**src/hw/rtl/smpq_pkg.sv**
```systemverilog
// shared types and constants for the slotted min priority queue
package smpq_pkg;

  localparam int SLOTS      = 64;
  localparam int KEY_W      = 32;
  localparam int ID_W       = 16;
  localparam int IDX_W      = $clog2(SLOTS);
  localparam int CNT_W      = $clog2(SLOTS + 1);
  localparam int CAP_W      = 7;
  localparam int SLOT_NUM_W = 7;
  localparam int CMD_W      = 2;
  localparam int IN_DATA_W  = 48;
  localparam int OUT_DATA_W = 64;

  typedef enum logic [CMD_W-1:0] {
    CMD_ENQ   = 2'd0,
    CMD_SERVE = 2'd1,
    CMD_PEEK  = 2'd2,
    CMD_CLEAR = 2'd3
  } cmd_t;

  // running search result handed from cell to cell
  typedef struct packed {
    logic             min_found;
    logic [IDX_W-1:0] min_idx;
    logic [KEY_W-1:0] min_key;
    logic [ID_W-1:0]  min_id;
    logic             free_found;
    logic [IDX_W-1:0] free_idx;
  } scan_t;

  // update broadcast to every cell
  typedef struct packed {
    logic             fill;
    logic             drain;
    logic             clear_all;
    logic [IDX_W-1:0] idx;
    logic [KEY_W-1:0] key;
    logic [ID_W-1:0]  id;
  } wr_t;

endpackage

```
**src/hw/rtl/smpq_cell.sv**
```systemverilog
// one slot of the queue with its stage of the search chain
module smpq_cell (
  input  logic                   clk,
  input  logic                   rst,
  input  logic [smpq_pkg::IDX_W-1:0] slot_idx,
  input  smpq_pkg::wr_t          wr,
  input  smpq_pkg::scan_t        scan_in,
  output smpq_pkg::scan_t        scan_out
);
  import smpq_pkg::*;

  logic             valid;
  logic [KEY_W-1:0] key;
  logic [ID_W-1:0]  id;
  logic             hit;
  scan_t            scan_next;

  assign hit = (wr.idx == slot_idx);

  always_comb begin
    scan_next = scan_in;
    // ties go to the higher slot
    if (valid && (!scan_in.min_found || key <= scan_in.min_key)) begin
      scan_next.min_found = 1'b1;
      scan_next.min_idx   = slot_idx;
      scan_next.min_key   = key;
      scan_next.min_id    = id;
    end
    if (!valid && !scan_in.free_found) begin
      scan_next.free_found = 1'b1;
      scan_next.free_idx   = slot_idx;
    end
  end

  always_ff @(posedge clk) begin
    if (rst) begin
      valid <= 1'b0;
    end else if (wr.clear_all) begin
      valid <= 1'b0;
    end else if (wr.fill && hit) begin
      valid <= 1'b1;
    end else if (wr.drain && hit) begin
      valid <= 1'b0;
    end
  end

  always_ff @(posedge clk) begin
    if (wr.fill && hit) begin
      key <= wr.key;
      id  <= wr.id;
    end
  end

  always_ff @(posedge clk) begin
    if (rst) begin
      scan_out <= '0;
    end else begin
      scan_out <= scan_next;
    end
  end

endmodule

```
**config.mk**
```make
export PLATFORM = sky130hd
export DESIGN_NAME = smpq_cell
export DESIGN_NICKNAME = d
export VERILOG_FILES = /design/src/hw/rtl/smpq_pkg.sv /design/src/hw/rtl/smpq_cell.sv
export SDC_FILE = /design/constraint.sdc
export NUM_CORES = 1
export LEC_CHECK = 0
export ABC_CLOCK_PERIOD_IN_PS = 2200
export BUFFER_PORTS_ARGS = -buffer_cell sky130_fd_sc_hd__clkbuf_2
export CORE_AREA = 3 3 110 112
export CTS_BUF_LIST = sky130_fd_sc_hd__clkbuf_2
export DETAILED_ROUTE_END_ITERATION = 10
export DIE_AREA = 0 0 113 115
export HOLD_SLACK_MARGIN = 0.12
export PLACE_DENSITY = 0.81
export SLEW_MARGIN = 20
export SYNTH_ARGS = -nofsm -noshare
export SYNTH_HDL_FRONTEND = slang
export SYNTH_SLANG_ARGS = --single-unit
```
**constraint.sdc**
```tcl
create_clock -name clk -period 2.2 [get_ports clk]
set_input_delay 0.22 -clock clk [delete_from_list [all_inputs] [get_ports clk]]
set_output_delay 0.22 -clock clk [all_outputs]
set_load 0.02 [all_outputs]
```
After elaboration in Yosys (flattened, before gate mapping)
Index checks and enable logic that the tools add are counted.

word-level totals
  bits of input ports = 127
  output and inout bits = 62
  register bits after elaboration = 111

operators by class
  reduce and logical (&&, ||, !) cells = 10
  magnitude comparators = 1
  equal/unequal tests = 1
  muxes and demuxes = 4

operators with widths
  cell                  count
  two-way mux 55 bit    1
  <= comparator 32 bit  1
  two-way mux 7 bit     1
  == test 6 bit         1
  logical AND 1 bit     4
  zero test 1 bit       3
  two-way mux 1 bit     2
  nonzero test 2 bit    1
  OR reduction 2 bit    1
  logical OR 1 bit      1

Logic depth before layout (Yosys ltp)
  word-level depth = 4
  gate-level depth with buffers = 10

Worst setup path after synthesis
No wires, ideal clock.

  path type = register to register
  start point = register key[25]
  end point = register scan_out[10] (netlist bit)
  path buffers = 2
  arrival = 2.167 ns
  slack = -0.039 ns
  period minus slack after synthesis = 2.239 ns
  data required time = 2.128 ns
  cell stages (with the launch flop) = 10
  library setup time = 0.072 ns
  path through = edfxtp_1 ha_1 a21o_1 nand3_2 a21oi_1 or4_1 a32oi_1 buf_6 buf_12 mux2i_1

on the way
  longest elaborated chain between the ends = 4

RTL lines
  element                 line             text
  from (decl)             smpq_cell.sv:13  logic [KEY_W-1:0] key;
  from (signal assigned)  smpq_cell.sv:49  key <= wr.key;
  <= comparator 32 bit    smpq_cell.sv:23  if (valid && (!scan_in.min_found || key <= scan_in.min_key)) begin
  logical OR 1 bit        smpq_cell.sv:23
  logical AND 1 bit       smpq_cell.sv:23
  two-way mux 55 bit      smpq_cell.sv:23
  to (signal assigned)    smpq_cell.sv:58  scan_out <= scan_next;
  to (decl)               smpq_cell.sv:8   output smpq_pkg::scan_t scan_out

No other way between the ends.
A chain may end at the register's enable or synchronous reset.

Worst setup path after layout
  start point = register key[1]
  end point = register scan_out[44] (netlist bit)

Same word-level chain as after synthesis.

==> results.json <==
{
  "grt_pass1_wl_um": 22900,
  "r2r_slack_ns": -0.44,
  "boundaryPins": 189,
  "synth_seq_area_share_pct": 53.1,
  "gr-usage-met2_pct": 44.3,
  "cp-start-kind": "flop",
  "setup_viol": 54,
  "syn_area_um2": 5090,
  "drive_gt1_share_pct": 30.8,
  "status": "complete, but fails checks",
  "whs_ns": 0.202,
  "grt_overflow": 0,
  "grt_antenna_before_repair": 1,
  "port_buffers": 188,
  "place_area_um2": 6310,
  "vias_per_cell": 4.78,
  "vias": 4457,
  "initial_core_util_pct": 44.9,
  "num-fill-cells": 775,
  "num_rows": 39,
  "drt_iter0_markers": 174,
  "setup_slack_ns": -0.441,
  "ys_seq_elements": 111,
  "finalClockSkew_ns": 0.0125,
  "failed_checks": "negative setup slack",
  "vdd_ir_drop_max_mv": 0.449,
  "maxCapViolations": 0,
  "crit_fanout": 7,
  "worst-r2r-cell-count": 9,
  "busiest_layer": "met2",
  "worstHoldStart": "wr[56]",
  "cts_max_path_buffers": 2,
  "powerDensity_nw_per_um2": 483,
  "cts.sinks": 111,
  "root_buffer": "clkbuf_2",
  "r2r_start": "key[1]$_DFFE_PP_",
  "cts.clk_slew.worst_paths_ns": 0.27,
  "worst_hold_path.num_cells": 3,
  "post-route-period-util_pct": 120,
  "whs_endpoint": "key[31]$_DFFE_PP_",
  "die_w_um": 113,
  "die_y_um": 115,
  "required_ns": 2.75,
  "gp_congestion": 0.820,
  "min_period_ns": 2.64,
  "grt_pass1_vias": 4851,
  "yosys_warnings": 0,
  "finalHoldViolations": 0,
  "h-tree-depth": 3,
  "multi_input_comb_area_um2": 2150,
  "drtPass1Iterations": 4,
  "hold_path_class": "input pin to flop",
  "hpwl_um": 9100,
  "track_usage_pct": 22.6,
  "die_area_um2": 13000,
  "grt_max_degree": 118,
  "core_area_um2": 11300,
  "postRouteAntennaNets": 0,
  "grt_util_met1_pct": 21.7,
  "drv_slew": 0,
  "dpl_worst_slack_ns": -0.443,
  "synth_cell_types": 30,
  "synthCells": 441,
  "max_freq_mhz": 379,
  "finalInstanceArea_um2": 7830,
  "path_class": "flop to flop",
  "syn_avg_cell_area_um2": 11.5,
  "worstSkewPairLatency_ns": 0.60,
  "synth_nets": 600,
  "tritoncts": "yes",
  "arrival_ns": 3.19,
  "wire_per_inst_um": 15.8,
  "p_leak_uw": 0.00348,
  "drc": 0,
  "critPathCaptureType": "flop",
  "rsz0062_at_grt": "true",
  "nets": 939,
  "reg2reg_to": "scan_out[44]$_SDFF_PP0_",
  "area_growth_syn_to_layout_pct": 53.9,
  "max_slew_margin_pct": 73.8,
  "tightest_slew_ns": 0.392,
  "final_util_pct": 69.2,
  "cts_inserted_buffers": 9,
  "register_area_um2": 2700,
  "use_met3_pct": 4.63,
  "drt-total-wl_um": 14800
}
-- what timing repair did --
item | in CTS | in global routing
setup endpoints to repair | 54 | 57
gates resized for setup | 2 | 11
endpoints found under the hold margin | 111 | 0
pin swaps | 1 | 4
cloned | 1 | 1
hold buffers | 131 | 0
buffers inserted | 2 | 0
-- cells in the mapped netlist (all sizes together) --
master | instances | area, um2
nand2b | 108 | 676
dfxtp | 63 | 1260
mux2i | 54 | 541
edfxtp | 48 | 1440
inv | 34 | 128
ha | 32 | 400
a21oi | 19 | 95.1
clkbuf | 14 | 52.6
nand2 | 12 | 45.0
nand4 | 9 | 56.3
o21ai | 7 | 35.0
buf | 6 | 111
a21o | 5 | 37.5
nand3 | 5 | 30.0
xnor2 | 4 | 35.0
nor2 | 3 | 11.3
a2111oi | 2 | 17.5
a211oi | 2 | 15.0
nor3 | 2 | 10.0
nor4 | 2 | 12.5
or4 | 2 | 15.0
xor2 | 2 | 17.5
a32oi | 1 | 8.76
and2 | 1 | 6.26
nand3b | 1 | 7.51
nor2b | 1 | 6.26
o2111ai | 1 | 8.76
o211ai | 1 | 7.51
-- sequential cells by signal (all words and copies together), names as in the netlist --
name,cells
valid,1
id,16
scan_out,62
key,32
-- logic make-up (layout without fill, tap and decap cells) --
| family | after synthesis | count (layout) | share of synthesized area, % |
|---|---|---|---|
| xor gates and xnor gates | 6 | 6 | 1.03 |
| adders and majority gates | 32 | 32 | 7.87 |
| AOI/OAI and AO/OA | 38 | 38 | 4.43 |
| muxes | 54 | 54 | 10.6 |
| DFF | 111 | 111 | 53.1 |
| buffers and inverters | 54 | 398 | 5.73 |
| and+or+nand+nor | 146 | 146 | 17.2 |
| other | 0 | 4 | 0 |
-- cells in the final DEF (no fill, tap or decap), drive strengths merged, types with 3 or more instances in the layout --
cell type and n:
dlygate4sd3 131, clkinv 6, mux2i 54, o21ai 7, edfxtp 48, a21o 5, a21oi 19, buf 28
xnor2 4, ha 32, nand2b 108, nand2 12, clkbuf 199, diode 4, dfxtp 63, nor2 3
nand3 5, inv 34, nand4 9
-- worst max-delay path, stage by stage (launching register included) --
cell and delay (ns):
edfxtp_1 0.47, ha_1 0.30, nor2b_1 0.13, o211ai_1 0.20, a2111oi_1 0.11, or4_4 0.57
a32oi_4 0.27, buf_6 0.17, buf_12 0.14, mux2i_2 0.23
-- worst max-delay path by stage --
| stage | slack [ns] | start | endpoint |
|---|---|---|---|
| 6_report | -0.44 | key[1]$_DFFE_PP_ | scan_out[44]$_SDFF_PP0_ |
| 5_1_grt | -0.54 | key[1]$_DFFE_PP_ | scan_out[49]$_SDFF_PP0_ |
| 4_1_cts | -0.49 | key[1]$_DFFE_PP_ | scan_out[40]$_SDFF_PP0_ |
| 3_5_place_dp | -0.44 | key[1]$_DFFE_PP_ | scan_out[13]$_SDFF_PP0_ |
| 3_3_place_gp | -0.33 | key[1]$_DFFE_PP_ | scan_out[24]$_SDFF_PP0_ |
| 2_1_floorplan | -0.03 | key[1]$_DFFE_PP_ | scan_out[10]$_SDFF_PP0_ |
-- per-layer routing --
| metal | wire [um] | part of all wire [%] | up-vias |
|---|---|---|---|
| met3 | 723 | 4.9 | 52 |
| li1 | - | - | 2189 |
| met5 | 0 | 0 | - |
| met4 | 652 | 4.4 | 0 |
| met2 | 8100 | 55 | 147 |
| met1 | 5280 | 36 | 2069 |
-- layout make-up --
class	count	share of cell area, %
diodes	4	0.128
clock buffers	10	0.639
clock inverters	6	0.352
inverters	34	1.63
multi-input cells	276	27.5
flip-flops and latches	111	34.5
well taps	143	2.29
repair buffers	348	32.9
-- report_power, final --
group          internal, uW  switching, uW
Combinational           404            334
Sequential             2230           24.3
Clock                   139            657
Total                  2770           1010
-- metrics by stage --
stage | instances | TNS (ns) | power (uW)
2_1_floorplan | 441 | -1.47 | 2570
3_3_place_gp | 777 | -16.19 | 2800
3_5_place_dp | 777 | -19.35 | 2820
4_1_cts | 927 | -23.99 | 3800
5_1_grt | 929 | -26.22 | 3940
6_report | 932 | -20.64 | 3780
Note: power is estimated with default switching activity, not from simulation.
